File: src/rtl/core/ttuv_pkg.sv
package ttuv_pkg;

  typedef struct packed {
    logic signed [15:0] pos_x;
    logic signed [15:0] pos_y;
    logic signed [15:0] pos_z;
    logic        [15:0] tex_u;
    logic        [15:0] tex_v;
  } in_t;

  typedef struct packed {
    logic signed [15:0] tan_x;
    logic signed [15:0] tan_y;
    logic signed [15:0] tan_z;
    logic               degenerate;
    logic               last_copy;
  } out_t;

  // datapath operations
  localparam logic [3:0] OP_NOP    = 4'd0;
  localparam logic [3:0] OP_LOAD   = 4'd1;
  localparam logic [3:0] OP_DIFF   = 4'd2;
  localparam logic [3:0] OP_MUL    = 4'd3;
  localparam logic [3:0] OP_ACC    = 4'd4;
  localparam logic [3:0] OP_SIGN   = 4'd5;
  localparam logic [3:0] OP_SHIFT  = 4'd6;
  localparam logic [3:0] OP_SQ     = 4'd7;
  localparam logic [3:0] OP_SQACC  = 4'd8;
  localparam logic [3:0] OP_SQINIT = 4'd9;
  localparam logic [3:0] OP_SQRT   = 4'd10;
  localparam logic [3:0] OP_DINIT  = 4'd11;
  localparam logic [3:0] OP_DSTEP  = 4'd12;
  localparam logic [3:0] OP_DDONE  = 4'd13;

  localparam int SqrtSteps = 25;
  localparam int DivSteps  = 15;
  localparam int MulSteps  = 8;
  localparam int Comps     = 3;

  typedef struct packed {
    logic [3:0] op;
    logic [2:0] idx;
    logic [1:0] slot;
    logic       last;
  } cmd_t;

  typedef struct packed {
    logic big;
  } stat_t;

endpackage

File: src/rtl/core/ttuv_dp.sv
module ttuv_dp (
  input  logic           clk,
  input  ttuv_pkg::in_t  in_data,
  input  ttuv_pkg::cmd_t cmd,
  output ttuv_pkg::stat_t stat,
  output ttuv_pkg::out_t out_data
);

  logic [15:0] held_pos [6];
  logic [15:0] held_tex [4];
  logic [15:0] p2 [3];
  logic [15:0] u2, v2;

  logic signed [16:0] e0 [3];
  logic signed [16:0] e1 [3];
  logic signed [16:0] du0, dv0, du1, dv1;

  logic signed [24:0] mul_a, mul_b;
  logic signed [49:0] prod;
  logic signed [34:0] acc [4];

  logic        neg [3];
  logic [34:0] mag [3];
  logic        det_zero, mzero;
  logic [49:0] sum;

  logic [49:0] sq_n;
  logic [25:0] sq_rem;
  logic [24:0] root;
  logic [27:0] rem_t, trial;

  logic [38:0] drem, dvs;
  logic [14:0] quo;
  logic [15:0] res [3];
  logic        degen;

  logic signed [34:0] tv [3];

  always_comb begin
    mul_a = '0;
    mul_b = '0;
    if (cmd.op == ttuv_pkg::OP_SQ) begin
      mul_a = {1'b0, mag[cmd.idx[1:0]][23:0]};
      mul_b = {1'b0, mag[cmd.idx[1:0]][23:0]};
    end else begin
      case (cmd.idx)
        3'd0: begin mul_a = 25'(du0); mul_b = 25'(dv1); end
        3'd1: begin mul_a = 25'(du1); mul_b = 25'(dv0); end
        3'd2: begin mul_a = 25'(dv1); mul_b = 25'(e0[0]); end
        3'd3: begin mul_a = 25'(dv0); mul_b = 25'(e1[0]); end
        3'd4: begin mul_a = 25'(dv1); mul_b = 25'(e0[1]); end
        3'd5: begin mul_a = 25'(dv0); mul_b = 25'(e1[1]); end
        3'd6: begin mul_a = 25'(dv1); mul_b = 25'(e0[2]); end
        default: begin mul_a = 25'(dv0); mul_b = 25'(e1[2]); end
      endcase
    end
  end

  always_comb begin
    for (int i = 0; i < 3; i++) begin
      tv[i] = acc[i + 1][34] ? -acc[i + 1] : acc[i + 1];
    end
    rem_t = {sq_rem, sq_n[49:48]};
    trial = {1'b0, root, 2'b01};
  end

  assign stat.big = (|mag[0][34:24]) | (|mag[1][34:24]) | (|mag[2][34:24]);

  always_ff @(posedge clk) begin
    case (cmd.op)
      ttuv_pkg::OP_LOAD: begin
        if (cmd.slot == 2'd0) begin
          held_pos[0] <= in_data.pos_x;
          held_pos[1] <= in_data.pos_y;
          held_pos[2] <= in_data.pos_z;
          held_tex[0] <= in_data.tex_u;
          held_tex[1] <= in_data.tex_v;
        end else if (cmd.slot == 2'd1) begin
          held_pos[3] <= in_data.pos_x;
          held_pos[4] <= in_data.pos_y;
          held_pos[5] <= in_data.pos_z;
          held_tex[2] <= in_data.tex_u;
          held_tex[3] <= in_data.tex_v;
        end else begin
          p2[0] <= in_data.pos_x;
          p2[1] <= in_data.pos_y;
          p2[2] <= in_data.pos_z;
          u2    <= in_data.tex_u;
          v2    <= in_data.tex_v;
        end
      end
      ttuv_pkg::OP_DIFF: begin
        for (int i = 0; i < 3; i++) begin
          e0[i] <= $signed({held_pos[3 + i][15], held_pos[3 + i]})
                 - $signed({held_pos[i][15], held_pos[i]});
          e1[i] <= $signed({p2[i][15], p2[i]})
                 - $signed({held_pos[i][15], held_pos[i]});
        end
        du0 <= $signed({1'b0, held_tex[2]}) - $signed({1'b0, held_tex[0]});
        dv0 <= $signed({1'b0, held_tex[3]}) - $signed({1'b0, held_tex[1]});
        du1 <= $signed({1'b0, u2}) - $signed({1'b0, held_tex[0]});
        dv1 <= $signed({1'b0, v2}) - $signed({1'b0, held_tex[1]});
      end
      ttuv_pkg::OP_MUL, ttuv_pkg::OP_SQ: begin
        prod <= mul_a * mul_b;
      end
      ttuv_pkg::OP_ACC: begin
        // even index starts a term, odd index subtracts the cross product
        if (!cmd.idx[0]) begin
          acc[cmd.idx[2:1]] <= prod[34:0];
        end else begin
          acc[cmd.idx[2:1]] <= acc[cmd.idx[2:1]] - prod[34:0];
        end
      end
      ttuv_pkg::OP_SIGN: begin
        for (int i = 0; i < 3; i++) begin
          neg[i] <= acc[i + 1][34] ^ acc[0][34];
          mag[i] <= tv[i];
        end
        det_zero <= (acc[0] == '0);
        mzero    <= (acc[1] == '0) && (acc[2] == '0) && (acc[3] == '0);
        sum      <= '0;
      end
      ttuv_pkg::OP_SHIFT: begin
        if (stat.big) begin
          for (int i = 0; i < 3; i++) begin
            mag[i] <= mag[i] >> 1;
          end
        end
      end
      ttuv_pkg::OP_SQACC: begin
        sum <= sum + {2'b00, prod[47:0]};
      end
      ttuv_pkg::OP_SQINIT: begin
        sq_n   <= sum;
        sq_rem <= '0;
        root   <= '0;
      end
      ttuv_pkg::OP_SQRT: begin
        sq_n <= sq_n << 2;
        if (rem_t >= trial) begin
          sq_rem <= 26'(rem_t - trial);
          root   <= {root[23:0], 1'b1};
        end else begin
          sq_rem <= rem_t[25:0];
          root   <= {root[23:0], 1'b0};
        end
      end
      ttuv_pkg::OP_DINIT: begin
        drem <= {1'b0, mag[cmd.idx[1:0]][23:0], 14'd0} + {15'd0, root[24:1]};
        dvs  <= {root, 14'd0};
        quo  <= '0;
      end
      ttuv_pkg::OP_DSTEP: begin
        if (drem >= dvs) begin
          drem <= drem - dvs;
          quo  <= {quo[13:0], 1'b1};
        end else begin
          quo  <= {quo[13:0], 1'b0};
        end
        dvs <= dvs >> 1;
      end
      ttuv_pkg::OP_DDONE: begin
        res[cmd.idx[1:0]] <= neg[cmd.idx[1:0]] ? -{1'b0, quo} : {1'b0, quo};
      end
      default: begin
      end
    endcase
  end

  assign degen = det_zero | mzero | (root == '0);

  always_comb begin
    out_data.tan_x      = degen ? '0 : res[0];
    out_data.tan_y      = degen ? '0 : res[1];
    out_data.tan_z      = degen ? '0 : res[2];
    out_data.degenerate = degen;
    out_data.last_copy  = cmd.last;
  end

endmodule

File: src/rtl/core/ttuv_ctrl.sv
module ttuv_ctrl (
  input  logic            clk,
  input  logic            rst,
  input  logic            in_valid,
  output logic            in_stall,
  output logic            out_valid,
  input  logic            out_stall,
  input  ttuv_pkg::stat_t stat,
  output ttuv_pkg::cmd_t  cmd
);

  localparam logic [3:0] ST_IDLE   = 4'd0;
  localparam logic [3:0] ST_DIFF   = 4'd1;
  localparam logic [3:0] ST_MUL    = 4'd2;
  localparam logic [3:0] ST_ACC    = 4'd3;
  localparam logic [3:0] ST_SIGN   = 4'd4;
  localparam logic [3:0] ST_SHIFT  = 4'd5;
  localparam logic [3:0] ST_SQ     = 4'd6;
  localparam logic [3:0] ST_SQACC  = 4'd7;
  localparam logic [3:0] ST_SQINIT = 4'd8;
  localparam logic [3:0] ST_SQRT   = 4'd9;
  localparam logic [3:0] ST_DINIT  = 4'd10;
  localparam logic [3:0] ST_DSTEP  = 4'd11;
  localparam logic [3:0] ST_DDONE  = 4'd12;
  localparam logic [3:0] ST_EMIT   = 4'd13;

  logic [3:0] state;
  logic [4:0] cnt;
  logic [2:0] idx;
  logic [1:0] slot;
  logic [1:0] copy;

  assign in_stall  = (state != ST_IDLE);
  assign out_valid = (state == ST_EMIT);

  always_comb begin
    cmd.op   = ttuv_pkg::OP_NOP;
    cmd.idx  = idx;
    cmd.slot = slot;
    cmd.last = (copy == 2'd2);
    case (state)
      ST_IDLE:   cmd.op = in_valid ? ttuv_pkg::OP_LOAD : ttuv_pkg::OP_NOP;
      ST_DIFF:   cmd.op = ttuv_pkg::OP_DIFF;
      ST_MUL:    cmd.op = ttuv_pkg::OP_MUL;
      ST_ACC:    cmd.op = ttuv_pkg::OP_ACC;
      ST_SIGN:   cmd.op = ttuv_pkg::OP_SIGN;
      ST_SHIFT:  cmd.op = ttuv_pkg::OP_SHIFT;
      ST_SQ:     cmd.op = ttuv_pkg::OP_SQ;
      ST_SQACC:  cmd.op = ttuv_pkg::OP_SQACC;
      ST_SQINIT: cmd.op = ttuv_pkg::OP_SQINIT;
      ST_SQRT:   cmd.op = ttuv_pkg::OP_SQRT;
      ST_DINIT:  cmd.op = ttuv_pkg::OP_DINIT;
      ST_DSTEP:  cmd.op = ttuv_pkg::OP_DSTEP;
      ST_DDONE:  cmd.op = ttuv_pkg::OP_DDONE;
      default:   cmd.op = ttuv_pkg::OP_NOP;
    endcase
  end

  always_ff @(posedge clk) begin
    if (rst) begin
      state <= ST_IDLE;
      cnt   <= '0;
      idx   <= '0;
      slot  <= '0;
      copy  <= '0;
    end else begin
      case (state)
        ST_IDLE: begin
          if (in_valid) begin
            if (slot inside {2'd2, 2'd3}) begin
              slot  <= '0;
              idx   <= '0;
              state <= ST_DIFF;
            end else begin
              slot <= slot + 2'd1;
            end
          end
        end
        ST_DIFF: state <= ST_MUL;
        ST_MUL:  state <= ST_ACC;
        ST_ACC: begin
          if (idx == 3'(ttuv_pkg::MulSteps - 1)) begin
            idx   <= '0;
            state <= ST_SIGN;
          end else begin
            idx   <= idx + 3'd1;
            state <= ST_MUL;
          end
        end
        ST_SIGN: state <= ST_SHIFT;
        ST_SHIFT: begin
          if (!stat.big) begin
            state <= ST_SQ;
          end
        end
        ST_SQ: state <= ST_SQACC;
        ST_SQACC: begin
          if (idx == 3'(ttuv_pkg::Comps - 1)) begin
            idx   <= '0;
            state <= ST_SQINIT;
          end else begin
            idx   <= idx + 3'd1;
            state <= ST_SQ;
          end
        end
        ST_SQINIT: begin
          cnt   <= '0;
          state <= ST_SQRT;
        end
        ST_SQRT: begin
          if (cnt == 5'(ttuv_pkg::SqrtSteps - 1)) begin
            state <= ST_DINIT;
          end else begin
            cnt <= cnt + 5'd1;
          end
        end
        ST_DINIT: begin
          cnt   <= '0;
          state <= ST_DSTEP;
        end
        ST_DSTEP: begin
          if (cnt == 5'(ttuv_pkg::DivSteps - 1)) begin
            state <= ST_DDONE;
          end else begin
            cnt <= cnt + 5'd1;
          end
        end
        ST_DDONE: begin
          if (idx == 3'(ttuv_pkg::Comps - 1)) begin
            copy  <= '0;
            state <= ST_EMIT;
          end else begin
            idx   <= idx + 3'd1;
            state <= ST_DINIT;
          end
        end
        ST_EMIT: begin
          if (!out_stall) begin
            if (copy == 2'd2) begin
              copy  <= '0;
              state <= ST_IDLE;
            end else begin
              copy <= copy + 2'd1;
            end
          end
        end
        default: state <= ST_IDLE;
      endcase
    end
  end

endmodule

File: src/rtl/core/triangle_tangent_from_uv.sv
// triangle tangent from texture-coordinate deltas
// input channel: one vertex per beat (position q7.8, uv q0.16) in triangle
// order, handshake in_valid / in_stall. output channel: one tangent per beat
// (q1.14 unit vector, degenerate flag, last_copy), out_valid / out_stall.
// the first two vertices of a triangle are stored and give no result. the
// third vertex starts the triangle's computation: edge and uv differences,
// eight products on one shared 25x25 multiplier, a range-reduction shift,
// three squares, a bit-serial square root and three restoring divides.
// out_valid rises once the third divide is done, the wait after the third
// vertex varying only with the shift, and with no stalls the three copies
// follow on consecutive beats. most of a triangle's time goes to the square
// root and the divider loop.
// in_stall stays high from the third vertex until the last copy
// has been taken; while the receiver stalls, the current copy is held.
// reset returns to the first vertex slot with no result pending.
module triangle_tangent_from_uv (
  input  logic           clk,
  input  logic           rst,
  input  logic           in_valid,
  output logic           in_stall,
  input  ttuv_pkg::in_t  in_data,
  output logic           out_valid,
  input  logic           out_stall,
  output ttuv_pkg::out_t out_data
);

  ttuv_pkg::cmd_t  cmd;
  ttuv_pkg::stat_t stat;

  ttuv_ctrl u_ctrl (
    .clk      (clk),
    .rst      (rst),
    .in_valid (in_valid),
    .in_stall (in_stall),
    .out_valid(out_valid),
    .out_stall(out_stall),
    .stat     (stat),
    .cmd      (cmd)
  );

  ttuv_dp u_dp (
    .clk     (clk),
    .in_data (in_data),
    .cmd     (cmd),
    .stat    (stat),
    .out_data(out_data)
  );

  // no vertex is taken while a result is on offer
  a_no_overlap: assert property (@(posedge clk) disable iff (rst)
    out_valid |-> in_stall)
    else $error("input accepted during result delivery");

  // after the last copy leaves, the block goes back to taking vertices
  a_last_ends: assert property (@(posedge clk) disable iff (rst)
    out_valid && !out_stall && out_data.last_copy |=> !out_valid && !in_stall)
    else $error("result continued after last copy");

  // a degenerate triangle carries a zero tangent
  a_degen_zero: assert property (@(posedge clk) disable iff (rst)
    out_valid && out_data.degenerate |->
      out_data.tan_x == '0 && out_data.tan_y == '0 && out_data.tan_z == '0)
    else $error("degenerate result with nonzero tangent");

endmodule

File: config.mk
export PLATFORM = sky130hd
export DESIGN_NAME = triangle_tangent_from_uv
export DESIGN_NICKNAME = d
export VERILOG_FILES = /design/src/rtl/core/ttuv_pkg.sv /design/src/rtl/core/ttuv_dp.sv /design/src/rtl/core/ttuv_ctrl.sv /design/src/rtl/core/triangle_tangent_from_uv.sv
export SDC_FILE = /design/constraint.sdc
export NUM_CORES = 2
export LEC_CHECK = 0
export BUFFER_PORTS_ARGS = -buffer_cell sky130_fd_sc_hd__buf_4
export CAP_MARGIN = 20
export CORE_UTILIZATION = 59
export CTS_CLUSTER_SIZE = 16
export DETAILED_ROUTE_END_ITERATION = 10
export GPL_TIMING_DRIVEN = 0
export HOLD_SLACK_MARGIN = 0.1
export PLACE_DENSITY = 0.9
export SYNTH_ARGS = -nofsm -noshare
export SYNTH_HDL_FRONTEND = slang
export SYNTH_SLANG_ARGS = --single-unit
File: constraint.sdc
create_clock -name clk -period 12.6 [get_ports clk]
set_input_delay 1.26 -clock clk [delete_from_list [all_inputs] [get_ports clk]]
set_output_delay 1.26 -clock clk [all_outputs]
set_load 0.05 [all_outputs]
==> metrics.txt <==
# setup viols final 0; crit path time final 12.48 ns; Max Root-Sink Buffers 3; run status finished clean; Vias 61.2k; Post-CTS Hold Fix Bufs 0; Synth top area share between 30% and 40%; grt met1 use between 40% and 50%; post-route clock skew 0.0815 ns; Pre-Repair DR Iteration Count 7; H-tree depth 3; area of the core 131000 µm²; main flop type after synthesis edfxtp_1; Post-synth EDFFs around 1k; Routed WL per cell 25.9 µm; Min Hold Slack about 0.50 ns; Synthesis Warnings 0; XOR/XNOR Fraction of Synth Area under 10%; total wire length approximately 250000 µm; Hold Crit Class reg2reg; vias in the first global route between 60k and 70k; M3 GR Usage approximately 8.0%; setup TNS 0 ns; Core Util, Final approximately two thirds; die width around 370 µm; initial antenna violation count 16; dpl cell area just over 80000 µm²; # nets final roughly 9.1k; Crit. End Element flop; slew margin rel. 18.5%; mapped cell area just under 80000 µm²; Syn Area/Cell between 10 and 15 µm²; CP delay by family, top adder cells; # fillers between 9k and 10k; Buffers on Ports ~140; mux cell area share after synthesis under 10%; Seq/Total Area, Yosys 38.9%; Yosys top cell by area edfxtp_1; slowest stage delay, CP approximately 0.64 ns; Synth cell types 93; Top Usage Layer GRT met2; num ports approximately 140; antenna viol nets, final 0; FP Rows roughly 130; Post-CTS Setup Bufs 0; Synthesized Nets just under 9k; dpl hpwl roughly 200000 µm; clk root buf clkbuf_16; Worst-Skew Late Latency 0.76 ns; Crit Path Class reg2reg; fraction of layout cells with a size suffix above 1 between 6 and 7%; Synth Area in Adders roughly 24%; Gate Count Post-Synth ~7.6k; Compound-Gate Fraction of Synth Area between 10% and 20%; CP Max Fanout 10; Layout area overhead 10.3%; critical path's slowest cell clkbuf_1; met2 usage between 50% and 60%; DRC 0; Final Cell Area 86200 µm²; DR vias/cell between 6 and 7; Initial Util around 60%; Die Span Y ~370 µm; TritonCTS clock tree built; CP dominant cell by count fa_1; fmax between 80 and 90 MHz; final worst path period share just under 100%; maxcap violations 0; Crit Reg-Reg Startpoint u_ctrl.idx[0]; CP Buf/Inv Count 11; Data arrival, critical path 12.95 ns; max-slew violation count 0; GRT Util Overall between 30 and 40%; first-pass GRT wire length roughly 370000 µm; gpl congestion 1.03; Crit path required time 13.07 ns; hold_sp u_dp.sq_n[18]; TritonCTS Buffers slightly above 100; initial detailed-routing violation count 7078; Hold Fails Final Rpt 0; RSZ-0062 raised after global routing no; Critical Path Start Type flop; global route overflow 0; clk sinks roughly 1.0k; Synth Area in Simple Gates between 10% and 20%; FFs w/ async S/R, synth 0%; largest family of logic cells by synthesized area adder cells; measured slew at the worst slew-check pin 1.22 ns; Critical Path Source u_ctrl.idx[0]; largest net degree at the start of global routing 63; synthesized flop and latch total between 1k and 1.5k; top post-synthesis cells by area edfxtp_1, fa_1, ha_1; Die ar. ~130000 µm²; clk slew on worst S/H paths around 0.06 ns
[flip-flops by register name (all words and copies together) (netlist names), 39 cells and up, named ones only]
register       flops
u_dp.held_tex     64
u_dp.sum          50
u_dp.drem         39
u_dp.e0           51
u_dp.sq_n         50
u_dp.dvs          39
u_dp.prod         48
u_dp.mag         105
u_dp.e1           51
u_dp.res          48
u_dp.p2           48
u_dp.held_pos     96
u_dp.acc         140
[final cells by class]
cell class | instances | area (µm²) | share of cell area, %
clock inverter | 75 | 848 | 0.984
timing repair buffer | 218 | 2120 | 2.46
tap | 1755 | 2200 | 2.55
inverter | 1064 | 3990 | 4.63
clock buffer | 117 | 2660 | 3.08
sequential | 1019 | 30400 | 35.3
antenna | 8 | 20.0 | 0.0232
multi-input combinational | 5262 | 43000 | 49.8
buffer | 252 | 1020 | 1.18
[repair_timing]
action	4_1_cts	5_1_grt
setup endpoints to repair	9	10
hold endpoints to repair	0	0
gates resized for setup	7	51
[Yosys cell counts, types with 57 or more instances]
cell / instances
fa_1: 653
nor2_1: 620
nand2_1: 943
xnor2_1: 196
and2_1: 106
nor3_1: 125
a21o_1: 128
nand2b_1: 63
edfxtp_1: 1000
o21ai_0: 405
xor2_1: 170
mux2i_1: 63
ha_1: 469
o21a_1: 57
nand3_1: 110
clkbuf_1: 220
a21oi_1: 261
nor2b_1: 85
inv_1: 1063
[final timing paths]
path | to | slack, ns | depth (start not counted)
min | u_dp.sq_n[20] | 0.50 | 2
min reg2reg | u_dp.sq_n[20] | 0.50 | 2
max reg2reg | u_dp.prod[44] | 0.12 | 34
max | u_dp.prod[44] | 0.12 | 34
[kinds of logic (layout without fill, tap and decap cells)]
group | count (synthesis) | count (layout)
other cells | 0 | 8
mux | 118 | 118
compound gates | 1336 | 1336
simple gates | 2320 | 2320
xor+xnor | 366 | 366
buf+inv | 1317 | 1726
flops | 1019 | 1019
fa+ha+maj | 1122 | 1122
[through the flow]
| stage | setup WS [ns] | instances |
|---|---|---|
| after floorplan | 3.31 | 7598 |
| after global placement | -1.45 | 9488 |
| after detailed placement | -0.649 | 9570 |
| after CTS | 0.00647 | 9762 |
| after global routing | 0.00919 | 9764 |
| final | 0.124 | 9770 |
[worst min-delay path, cell delays in order (launching register included)]
cell	delay [ns]
edfxtp_1	0.33
nand2_1	0.05
nand2_1	0.05
[layout by cell type (no fill, tap or decap), types with 63 or more instances in the layout]
cell type and instances:
a21o_1 128, a21oi_1 258, and2_1 105, buf_4 154, clkbuf_1 210, clkbuf_16 102, edfxtp_1 1000, fa_1 653
ha_1 469, inv_1 1063, nand2_1 942, nand2b_1 63, nand3_1 110, nor2_1 618, nor2b_1 85, nor3_1 117
o21ai_0 390, o21ai_1 64, xnor2_1 195, xor2_1 170
[layer usage]
| metal | wire, µm | share of wire [%] |
|---|---|---|
| met4 | 20200 | 8.0 |
| met1 | 91100 | 36 |
| met5 | 61 | 0.024 |
| met3 | 27900 | 11 |
| met2 | 114000 | 45 |
Power is not shown: default switching activity piles up to over one toggle a cycle in this logic, so the estimate is an artifact.
